$ cat src/rtl/mexp_pkg.sv
// ----------------------------------------------------------------------------
// mexp_pkg: shared types and constants of the modular exponentiation core
// Holds the word width of the channels and the control and status bundles
// that pass between the sequencer and the modular reduction unit.
// ----------------------------------------------------------------------------
`timescale 1ns / 1ps
`default_nettype none

package mexp_pkg;

  // Width of every field that crosses the channels.
  localparam int unsigned WORD_BITS = 32;

  // Request from the sequencer to the reduction unit.
  typedef struct packed {
    logic start;
  } red_ctl_t;

  // Status from the reduction unit back to the sequencer.
  typedef struct packed {
    logic busy;
    logic done;
  } red_sts_t;

endpackage

`default_nettype wire

$ cat src/rtl/mexp_if.sv
// ----------------------------------------------------------------------------
// mexp_if: channel interfaces of the modular exponentiation core
// One interface carries the operand word, the other the result word, each
// with a valid/ready handshake.
// ----------------------------------------------------------------------------
`timescale 1ns / 1ps
`default_nettype none

interface mexp_in_if;
  logic                           valid;
  logic                           ready;
  logic [mexp_pkg::WORD_BITS-1:0] base;
  logic [mexp_pkg::WORD_BITS-1:0] exponent;
  logic [mexp_pkg::WORD_BITS-1:0] modulus;

  modport source (output valid, output base, output exponent, output modulus,
                  input ready);
  modport sink   (input valid, input base, input exponent, input modulus,
                  output ready);
endinterface

interface mexp_out_if;
  logic                           valid;
  logic                           ready;
  logic [mexp_pkg::WORD_BITS-1:0] power_mod;

  modport source (output valid, output power_mod, input ready);
  modport sink   (input valid, input power_mod, output ready);
endinterface

`default_nettype wire

$ cat src/rtl/modular_exponentiation_core.sv
// ----------------------------------------------------------------------------
// modular_exponentiation_core: left-to-right square-and-multiply modexp
// Computes base ** exponent mod modulus with one multiplier and one shared
// bit-serial reduction unit under a small sequencer.
// ----------------------------------------------------------------------------
//
//   Channel     Dir   Word                         Handshake
//   operands    in    base, exponent, modulus      valid / ready
//   result      out   power_mod                    valid / ready
//
// One word is taken at a time. A multiply step registers the product, starts
// a reduction, runs one reduction step per operand bit and ends on done; a
// squaring first picks the exponent bit, and the base reduction needs no
// product step. The count of reductions is one for the base plus one per
// squaring and one per set exponent bit below the top one. A 32-bit exponent
// of all ones is the slowest word.
// Reset is synchronous and clears the sequencer and the result valid flag.
// The result word sits in an output register: when the sink stalls, the
// finished answer waits there and the sequencer holds until it can be moved.
// ----------------------------------------------------------------------------
`timescale 1ns / 1ps
`default_nettype none

module modular_exponentiation_core #(
  parameter int unsigned OPERAND_BITS = 32
) (
  input  wire logic   clk,
  input  wire logic   rst,
  mexp_in_if.sink     operands,
  mexp_out_if.source  result
);

  localparam int unsigned N    = OPERAND_BITS;
  localparam int unsigned P    = 2 * N;
  localparam int unsigned LW   = (N > 2) ? $clog2(N) : 1;
  localparam logic [LW-1:0] LEFT_INIT = LW'(N - 1);
  localparam logic [LW-1:0] LEFT_ONE  = LW'(1);

  // Sequencer states.
  localparam logic [2:0] S_IDLE   = 3'd0;  // waiting for an operand word
  localparam logic [2:0] S_RSTART = 3'd1;  // launch a reduction of prod
  localparam logic [2:0] S_RWAIT  = 3'd2;  // reduction in flight
  localparam logic [2:0] S_SCAN   = 3'd3;  // hunting the top exponent bit
  localparam logic [2:0] S_LOOP   = 3'd4;  // pick the next exponent bit
  localparam logic [2:0] S_MUL    = 3'd5;  // register one product
  localparam logic [2:0] S_HOLD   = 3'd6;  // hand the answer to the output

  // What the reduction in flight is for.
  localparam logic [1:0] PH_BASE = 2'd0;   // base mod modulus
  localparam logic [1:0] PH_SQR  = 2'd1;   // squaring step
  localparam logic [1:0] PH_MULB = 2'd2;   // multiply-by-base step

  logic [2:0]   state;
  logic [1:0]   phase;
  logic [N-1:0] base_r;
  logic [N-1:0] exp_r;
  logic [N-1:0] mod_r;
  logic [N-1:0] acc;
  logic [N-1:0] res;
  logic [LW-1:0] left;
  logic         sel_base;
  logic [P-1:0] prod;

  logic                         out_valid;
  logic [mexp_pkg::WORD_BITS-1:0] out_word;

  mexp_pkg::red_ctl_t red_ctl;
  mexp_pkg::red_sts_t red_sts;
  logic [N-1:0]       red_rem;

  logic               accept;
  logic               out_free;
  logic [N-1:0]       mul_b;
  logic [mexp_pkg::WORD_BITS-1:0] res_wide;

  assign accept   = operands.valid && operands.ready;
  assign out_free = !out_valid || result.ready;
  assign mul_b    = sel_base ? base_r : acc;
  assign red_ctl.start = (state == S_RSTART);

  always_comb begin
    res_wide        = '0;
    res_wide[N-1:0] = res;
  end

  // The single reduction unit serves the base reduction and every step.
  mexp_modred #(
    .OPERAND_BITS(N)
  ) u_modred (
    .clk      (clk),
    .rst      (rst),
    .ctl      (red_ctl),
    .dividend (prod),
    .modulus  (mod_r),
    .sts      (red_sts),
    .remainder(red_rem)
  );

  always_ff @(posedge clk) begin
    if (rst) begin
      state     <= S_IDLE;
      phase     <= PH_BASE;
      out_valid <= 1'b0;
    end else begin
      // The output register is loaded from the hold state once it is free,
      // and otherwise empties when the sink takes its word.
      if ((state == S_HOLD) && out_free) begin
        out_word  <= res_wide;
        out_valid <= 1'b1;
      end else if (result.ready) begin
        out_valid <= 1'b0;
      end
      unique case (state)
        S_IDLE: begin
          if (accept) begin
            base_r <= operands.base[N-1:0];
            exp_r  <= operands.exponent[N-1:0];
            mod_r  <= operands.modulus[N-1:0];
            left   <= LEFT_INIT;
            prod   <= P'(operands.base[N-1:0]);
            phase  <= PH_BASE;
            if (operands.modulus[N-1:0] == '0) begin
              // A zero modulus yields zero without any reduction.
              res   <= '0;
              state <= S_HOLD;
            end else begin
              state <= S_RSTART;
            end
          end
        end
        S_RSTART: begin
          state <= S_RWAIT;
        end
        S_RWAIT: begin
          if (red_sts.done) begin
            unique case (phase)
              PH_BASE: begin
                base_r <= red_rem;
                if (exp_r == '0) begin
                  // Zero exponent: 1 mod modulus.
                  res   <= (mod_r == N'(1)) ? '0 : N'(1);
                  state <= S_HOLD;
                end else begin
                  state <= S_SCAN;
                end
              end
              PH_SQR: begin
                acc <= red_rem;
                if (exp_r[N-1]) begin
                  phase    <= PH_MULB;
                  sel_base <= 1'b1;
                  state    <= S_MUL;
                end else begin
                  exp_r <= {exp_r[N-2:0], 1'b0};
                  left  <= left - LEFT_ONE;
                  state <= S_LOOP;
                end
              end
              default: begin
                acc   <= red_rem;
                exp_r <= {exp_r[N-2:0], 1'b0};
                left  <= left - LEFT_ONE;
                state <= S_LOOP;
              end
            endcase
          end
        end
        S_SCAN: begin
          // The top set bit itself only seeds the accumulator with the base.
          exp_r <= {exp_r[N-2:0], 1'b0};
          if (exp_r[N-1]) begin
            acc   <= base_r;
            state <= S_LOOP;
          end else begin
            left <= left - LEFT_ONE;
          end
        end
        S_LOOP: begin
          if (left == '0) begin
            res   <= acc;
            state <= S_HOLD;
          end else begin
            phase    <= PH_SQR;
            sel_base <= 1'b0;
            state    <= S_MUL;
          end
        end
        S_MUL: begin
          prod  <= P'(acc) * P'(mul_b);
          state <= S_RSTART;
        end
        S_HOLD: begin
          if (out_free) begin
            state <= S_IDLE;
          end
        end
        default: begin
          state <= S_IDLE;
        end
      endcase
    end
  end

  assign operands.ready   = (state == S_IDLE);
  assign result.valid     = out_valid;
  assign result.power_mod = out_word;

  // The reduction unit only finishes while the sequencer waits for it.
  a_done_in_wait: assert property (@(posedge clk) disable iff (rst)
    red_sts.done |-> (state == S_RWAIT))
    else $error("reduction finished outside its wait state");

  // The accumulator is always a reduced residue when a bit is picked.
  a_acc_reduced: assert property (@(posedge clk) disable iff (rst)
    (state == S_LOOP) |-> (acc < mod_r))
    else $error("accumulator not below modulus");

  // A reduction is never launched while the unit is still busy.
  a_no_overlap: assert property (@(posedge clk) disable iff (rst)
    red_ctl.start |-> !red_sts.busy)
    else $error("reduction started while unit busy");

  // A zero modulus goes straight to the output with a zero answer.
  a_zero_mod: assert property (@(posedge clk) disable iff (rst)
    (accept && (operands.modulus[N-1:0] == '0)) |=>
      ((state == S_HOLD) && (res == '0)))
    else $error("zero modulus not short-cut to zero");

endmodule

`default_nettype wire

$ cat src/rtl/mexp_modred.sv
// ----------------------------------------------------------------------------
// mexp_modred: bit-serial modular reduction unit
// Reduces a double-width dividend whose upper half is already below the
// modulus, one restoring compare-and-subtract step per cycle.
// ----------------------------------------------------------------------------
`timescale 1ns / 1ps
`default_nettype none

module mexp_modred #(
  parameter int unsigned OPERAND_BITS = 32
) (
  input  wire logic                        clk,
  input  wire logic                        rst,
  input  wire mexp_pkg::red_ctl_t          ctl,
  input  wire logic [2*OPERAND_BITS-1:0]   dividend,
  input  wire logic [OPERAND_BITS-1:0]     modulus,
  output mexp_pkg::red_sts_t               sts,
  output logic [OPERAND_BITS-1:0]          remainder
);

  localparam int unsigned N      = OPERAND_BITS;
  localparam int unsigned CNT_W  = $clog2(N + 1);
  localparam logic [CNT_W-1:0] STEPS = CNT_W'(N);
  localparam logic [CNT_W-1:0] ONE   = CNT_W'(1);

  logic [N-1:0]     rem;
  logic [N-1:0]     low;
  logic [CNT_W-1:0] cnt;
  logic             busy;
  logic             done;

  logic [N:0]       trial;
  logic [N:0]       diff;
  logic             fits;

  // The running remainder stays below the modulus, so the trial value is
  // below twice the modulus and one subtraction suffices.
  always_comb begin
    trial = {rem, low[N-1]};
    diff  = trial - {1'b0, modulus};
    fits  = trial >= {1'b0, modulus};
  end

  always_ff @(posedge clk) begin
    if (rst) begin
      busy <= 1'b0;
      done <= 1'b0;
      cnt  <= '0;
    end else begin
      done <= 1'b0;
      if (ctl.start) begin
        busy <= 1'b1;
        cnt  <= STEPS;
        rem  <= dividend[2*N-1:N];
        low  <= dividend[N-1:0];
      end else if (busy) begin
        rem <= fits ? diff[N-1:0] : trial[N-1:0];
        low <= {low[N-2:0], 1'b0};
        cnt <= cnt - ONE;
        if (cnt == ONE) begin
          busy <= 1'b0;
          done <= 1'b1;
        end
      end
    end
  end

  assign sts.busy  = busy;
  assign sts.done  = done;
  assign remainder = rem;

endmodule

`default_nettype wire

$ cat src/flat_wrapper.sv
// flat-port wrapper written by rule: the top's interface ports become plain ports
module modular_exponentiation_core_flat 
#(
  parameter int unsigned OPERAND_BITS = 32
)
  (clk, rst, operands_valid, operands_base, operands_exponent, operands_modulus, operands_ready, result_valid, result_power_mod, result_ready);
  mexp_in_if operands_i ();
  mexp_out_if result_i ();
  input  wire logic clk;
  input  wire logic rst;
  input wire logic [$bits(operands_i.valid)-1:0] operands_valid;
  input wire logic [$bits(operands_i.base)-1:0] operands_base;
  input wire logic [$bits(operands_i.exponent)-1:0] operands_exponent;
  input wire logic [$bits(operands_i.modulus)-1:0] operands_modulus;
  output wire logic [$bits(operands_i.ready)-1:0] operands_ready;
  output wire logic [$bits(result_i.valid)-1:0] result_valid;
  output wire logic [$bits(result_i.power_mod)-1:0] result_power_mod;
  input wire logic [$bits(result_i.ready)-1:0] result_ready;
  assign operands_i.valid = operands_valid;
  assign operands_i.base = operands_base;
  assign operands_i.exponent = operands_exponent;
  assign operands_i.modulus = operands_modulus;
  assign operands_ready = operands_i.ready;
  assign result_valid = result_i.valid;
  assign result_power_mod = result_i.power_mod;
  assign result_i.ready = result_ready;
  modular_exponentiation_core #(.OPERAND_BITS(OPERAND_BITS)) u_core (.clk(clk), .rst(rst), .operands(operands_i), .result(result_i));
endmodule
$ cat config.mk
export PLATFORM = sky130hd
export DESIGN_NAME = modular_exponentiation_core_flat
export DESIGN_NICKNAME = d
export VERILOG_FILES = /design/src/rtl/mexp_pkg.sv /design/src/rtl/mexp_if.sv /design/src/rtl/modular_exponentiation_core.sv /design/src/rtl/mexp_modred.sv /design/src/flat_wrapper.sv
export SDC_FILE = /design/constraint.sdc
export NUM_CORES = 2
export LEC_CHECK = 0
export ABC_CLOCK_PERIOD_IN_PS = 15080
export BUFFER_PORTS_ARGS = -buffer_cell sky130_fd_sc_hd__buf_2
export CELL_PAD_IN_SITES_DETAIL_PLACEMENT = 2
export CELL_PAD_IN_SITES_GLOBAL_PLACEMENT = 2
export CORE_MARGIN = 2
export CORE_UTILIZATION = 44
export CTS_BUF_LIST = sky130_fd_sc_hd__clkbuf_4 sky130_fd_sc_hd__clkbuf_8
export DETAILED_ROUTE_END_ITERATION = 16
export PLACE_DENSITY_LB_ADDON = 0.08
export SYNTH_ARGS = -nofsm -noshare
export SYNTH_HDL_FRONTEND = slang
export SYNTH_SLANG_ARGS = --single-unit
export TNS_END_PERCENT = 100
$ cat constraint.sdc
create_clock -name clk -period 15.08 [get_ports clk]
set_input_delay 2.262 -clock clk [delete_from_list [all_inputs] [get_ports clk]]
set_output_delay 2.262 -clock clk [all_outputs]
set_load 0.05 [all_outputs]
# Yosys cells after proc, flatten, opt, wreduce, memory -nomap -nowiden
# Index checks and enable logic that the tools add are counted.
# totals
ff_bits,340
inputBits,100
output_inout_bits,34
word_cells,142
# op_classes
n_addsub,3
n_mul,1
n_lt_le_gt_ge,1
eq_ne,22
muxes,63
bitwise,2
n_reduce_logical,31
# ops
op,count
2-to-1 mux 32 bit,21
one-hot mux 32 bit (2 select lines),3
one-hot mux 32 bit (3 select lines),2
one-hot mux 64 bit (2 select lines),1
logical NOT 32 bit,2
multiplier 32 x 32 -> 64 bit,1
2-to-1 mux 64 bit,1
>= comparator 33 x 32 -> 1 bit,1
equality test 32 x 1 -> 1 bit (second input constant),1
subtractor 32 bit,1
one-hot mux 3 bit (7 select lines),1
2-to-1 mux 3 bit,6
AND reduction 6 bit,3
2-to-1 mux 5 bit,3
one-hot mux 5 bit (3 select lines),1
AND reduction 5 bit,3
2-to-1 mux 1 bit,12
2-to-1 mux 2 bit,6
2-to-1 mux 6 bit,2
!= test 2 x 1 -> 1 bit (second input constant),6
!= test 2 bit (second input constant),6
nonzero test 2 bit,6
one-hot mux 5 bit (2 select lines),1
equality test 3 bit (second input constant),3
other kinds (24),30

# Depth between registers and ports, before layout
# logic_depth
depth_word,6
ltp_mapped,30
mapped_depth_nobuf,26

# Cells and area by module
# From an unflattened synthesis, not the netlist that was laid out.
# hier_totals
hier_cells,5011
area_unflattened_um2,49855.3
# by_module_without_submodules
module,instances,cells_per_inst,area_each_um2,seq_area_each_um2
modular_exponentiation_core,1,4492,44377.6,7987.7
mexp_modred,1,519,5477.8,2082.0

# Worst setup path after synthesis
# Ideal clock, no wire load.
# synth_path
path_type,reg2reg
start,register u_core.sel_base
end,"register u_core.prod[60], data pin"
setup_ns,0.269
arrival_ns,7.886
required_ns,14.811
setup_slack_ns,6.924
path_stages_with_launch,29
path_buffers,4
period_less_slack_ns,8.156
cell_sequence,edfxtp_1 -> clkbuf_1 -> buf_1 -> mux2_2 -> clkbuf_1 -> and2_1 -> fa_1 -> inv_1 -> fa_1 -> fa_1 -> fa_1 -> inv_1 -> fa_1 -> inv_1 -> fa_1 -> inv_1 -> fa_1 -> fa_1 -> ha_1 -> clkbuf_1 -> nand4_1 -> nor4_1 -> nand4_1 -> o32ai_1 -> o21ai_1 -> a21oi_1 -> nor3b_1 -> o21ai_0 -> nor3b_1
# synth_between
elab_chain_len,3
# synth_lines
element,line_no,source
start: declaration,modular_exponentiation_core.sv:61,logic sel_base;
start signal: assignment,modular_exponentiation_core.sv:151,sel_base <= 1'b1;
start signal: assignment,modular_exponentiation_core.sv:184,sel_base <= 1'b0;
2-to-1 mux 32 bit,modular_exponentiation_core.sv:78,assign mul_b = sel_base ? base_r : acc;
multiplier 32 x 32 -> 64 bit,modular_exponentiation_core.sv:189,prod <= P'(acc) * P'(mul_b);
one-hot mux 64 bit (2 select lines),modular_exponentiation_core.sv:113,unique case (state)
end signal: assignment,modular_exponentiation_core.sv:120,prod <= P'(operands.base[N-1:0]);
end signal: assignment,modular_exponentiation_core.sv:189,
end: declaration,modular_exponentiation_core.sv:62,logic [P-1:0] prod;
# Every way passes these cells.
# A chain may end at the register's enable or synchronous reset.

# Worst setup path after layout
# Ends and elaborated chain as after synthesis.

==> reports/metrics.yaml <==
slew_violations: 0
drc: 0
antenna_found_initial: 7
coreArea_um2: 111000
io_buffers: 133
dr.pass1.iters: 5
cts-resized-gates: 0
hpwl_um: 135200
synth_compound_area_share_pct: 6.353
synth_fp_nets: 6350
fin_worst_skew_ns: 0.03225
start_kind: "flop"
cts_max_path_buffers: 3
synthXorXnorAreaFrac_pct: 1.472
ys_seq_area_share_pct: 20.39
met3_usage_pct: 2.821
avgSynthCellArea_um2: 9.774
worst-path-buf-inv: 5
clk_pin_slew_ns: 0.07
grt_max_degree: 69
worstMarginPinSlew_ns: 1.195
die_area_um2: 115000
die_w_um: 339.1
synth-simple-area-share_pct: 16.68
slew_headroom_pct: 20.18
cts_tree: "yes"
place_ws_ns: 5.013
vias: 36860
critPathCaptureType: "flop"
async_reset_ff_share_pct: 0
grt.met1_usage_pct: 39.67
cpPeakStageDelay_ns: 0.80
grt_busiest_layer: "met2"
finalHoldViolCount: 0
grt_usage_pct: 31.17
required_ns: 15.47
postCtsHoldBufs: 0
cp_slowest_cell: "mux2_2"
layout.cells.non_filler: 6549
criticalPathCategory: "flop to flop"
drive_gt1_share_pct: 7.787
drt-total-wl_um: 175200
dpl_cell_area_um2: 51450
ioPinCount: 134
crit_arrival_ns: 10.53
ys_warn_count: 0
cpMostUsedCell: "fa_1"
viasPerCell: 5.628
drtAntennaViolNets: 0
synthFlopType: "edfxtp_1"
syn_inst: 5054
synth_top_family_by_area: "adder cells"
cts_num_sinks: 340
rows: 122
grt_pass1_wl_um: 271200
ys_ff_latch: 340
post_drt_wl_per_cell_um: 26.76
outcome: "completed"
hold_path.class: "flop to flop"
crit_fanout: 48
final.setup.tns_ns: 0
overflow: 0
gr-usage-met2_pct: 55.74
cap_violations: 0
h-tree-depth: 2
die_y_um: 339.1
fmax_ghz: 0.09863
place_inst: 6456
synth_edf_count: 326
drt_iter0_drc: 2253
cts_buffers: 53
rsz0062_at_grt: "false"
synthToLayoutAreaGrowth_pct: 6.350
synthesis.area_um2: 49400
gp_congestion: 0.8707
critical_path.top_delay_family: "adder cells"
start_util_pct: 44.51
stdcell_area_um2: 52530
period_needed_ns: 10.14
finalCritPeriodShare_pct: 67.23
grt_pass1_vias: 43680
final_nets: 6319
clock_latency_ns: 0.69
cts_root_buffer: "clkbuf_8"
synth_fa_ha_area_share_pct: 43.93
worst_slack_ns: 4.941
post_cts_buffers: 0
synth_cell_types: 78
setup_viol: 0
synth_mux_area_share_pct: 1.966
==> layout make-up <==
cell class | count | area, um^2
timing repair buffer | 200 | 1169
clock buffer | 70 | 882.1
fill | 11810 | 58440
antenna | 1 | 2.502
sequential | 340 | 10070
multi-input combinational | 3506 | 34890
inverter | 922 | 3461
tap | 1488 | 1862
clock inverter | 22 | 195.2
==> final timing paths <==
path | startpoint | end | slack [ns] | cells past startpoint
max | u_core.sel_base | u_core.prod[60] | 4.94 | 25
min | u_core.res[1] | u_core.result.power_mod[1] | 0.42 | 0
max reg2reg | u_core.sel_base | u_core.prod[60] | 4.94 | 25
min reg2reg | u_core.res[1] | u_core.result.power_mod[1] | 0.42 | 0
==> Yosys cell counts, types with 3 or more instances <==
cell type / instances / area [um^2]
a211oi_1: 14 / 105.1
a21boi_0: 26 / 195.2
a21o_1: 37 / 277.8
a21oi_1: 140 / 700.7
a221o_1: 3 / 30.03
a221oi_1: 5 / 43.79
a22o_1: 30 / 262.8
a31oi_1: 29 / 181.4
and2_1: 513 / 3209
and3_1: 54 / 337.8
and4_1: 3 / 26.28
buf_1: 4 / 15.01
buf_2: 7 / 35.03
clkbuf_1: 272 / 1021
dfxtp_1: 14 / 280.3
edfxtp_1: 326 / 9789
fa_1: 897 / 17960
ha_1: 299 / 3741
inv_1: 921 / 3457
mux2_2: 80 / 900.9
mux2i_1: 7 / 70.07
nand2_1: 680 / 2552
nand2b_1: 19 / 118.9
nand3_1: 35 / 175.2
nand4_1: 33 / 206.5
nor2_1: 119 / 446.7
nor2b_1: 93 / 581.8
nor3_1: 26 / 130.1
nor3b_1: 9 / 67.56
nor4_1: 30 / 187.7
nor4b_1: 3 / 26.28
o211ai_1: 7 / 52.55
o21a_1: 14 / 105.1
o21ai_0: 124 / 620.6
o21ai_1: 4 / 20.02
o21bai_1: 22 / 165.2
o221ai_1: 3 / 26.28
o22ai_1: 3 / 18.77
o31ai_1: 4 / 30.03
or2_2: 6 / 37.54
or3_1: 5 / 31.28
or4_1: 4 / 30.03
xnor2_1: 49 / 429.2
xor2_1: 34 / 297.8
==> flip-flops by register name (all words and copies together) (netlist names) <==
register                   count
u_core.u_modred.done           1
u_core.u_modred.remainder     32
u_core.res                    32
u_core.result.power_mod       32
u_core.sel_base                1
u_core.phase                   2
u_core.u_modred.cnt            6
u_core.result.valid            1
u_core.u_modred.low           32
u_core.base_r                 32
u_core.left                    5
u_core.acc                    32
u_core.state                   3
u_core.mod_r                  32
u_core.prod                   64
u_core.u_modred.busy           1
u_core.exp_r                  32
==> layout by cell type (no fill, tap or decap), types with 5 or more instances in the layout <==
cell type | netlist | final
inv_1 | 921 | 921
fa_1 | 897 | 897
nand2_1 | 680 | 677
and2_1 | 513 | 513
edfxtp_1 | 326 | 326
ha_1 | 299 | 299
a21oi_1 | 140 | 138
buf_2 | 7 | 133
o21ai_0 | 124 | 124
nor2_1 | 119 | 117
nor2b_1 | 93 | 92
mux2_2 | 80 | 80
buf_4 | 0 | 67
clkbuf_8 | 0 | 57
and3_1 | 54 | 53
xnor2_1 | 49 | 49
a21o_1 | 37 | 37
nand3_1 | 35 | 35
xor2_1 | 34 | 34
nand4_1 | 33 | 33
a22o_1 | 30 | 30
nor4_1 | 30 | 30
a31oi_1 | 29 | 29
a21boi_0 | 26 | 25
nor3_1 | 26 | 24
o21bai_1 | 22 | 21
nand2b_1 | 19 | 19
a211oi_1 | 14 | 14
o21a_1 | 14 | 14
dfxtp_1 | 14 | 14
clkbuf_4 | 0 | 13
clkinv_1 | 0 | 10
nor3b_1 | 9 | 7
o211ai_1 | 7 | 7
or2_2 | 6 | 6
or3_1 | 5 | 5
a221oi_1 | 5 | 5
clkinv_2 | 0 | 5
==> kinds of logic (layout without fill, tap and decap cells) <==
kind of cell               after synthesis  in the layout
buffers and inverters                 1208           1214
muxes                                   87             87
and+or+nand+nor                       1641           1641
AOI/OAI and AO/OA                      499            499
other                                    0              1
xor gates and xnor gates                83             83
DFF                                    340            340
adders and majority gates             1196           1196
==> layer usage <==
metal	wire, um	part of all wire (%)
met5	9	0.0051
met4	6443	3.7
met3	6816	3.9
met2	89830	51
met1	72150	41
==> stage by stage <==
stage	hold slack, ns	utilization, %
after global placement	0.4010	46.37
after detailed placement	0.4056	46.37
after global routing	0.4270	47.34
after CTS	0.4197	47.34
final	0.4219	47.34
after floorplan	0.4003	-
Power is left out: the tool's default activity adds up to more than one toggle a clock period on the data nets, which glitch-free logic cannot reach.
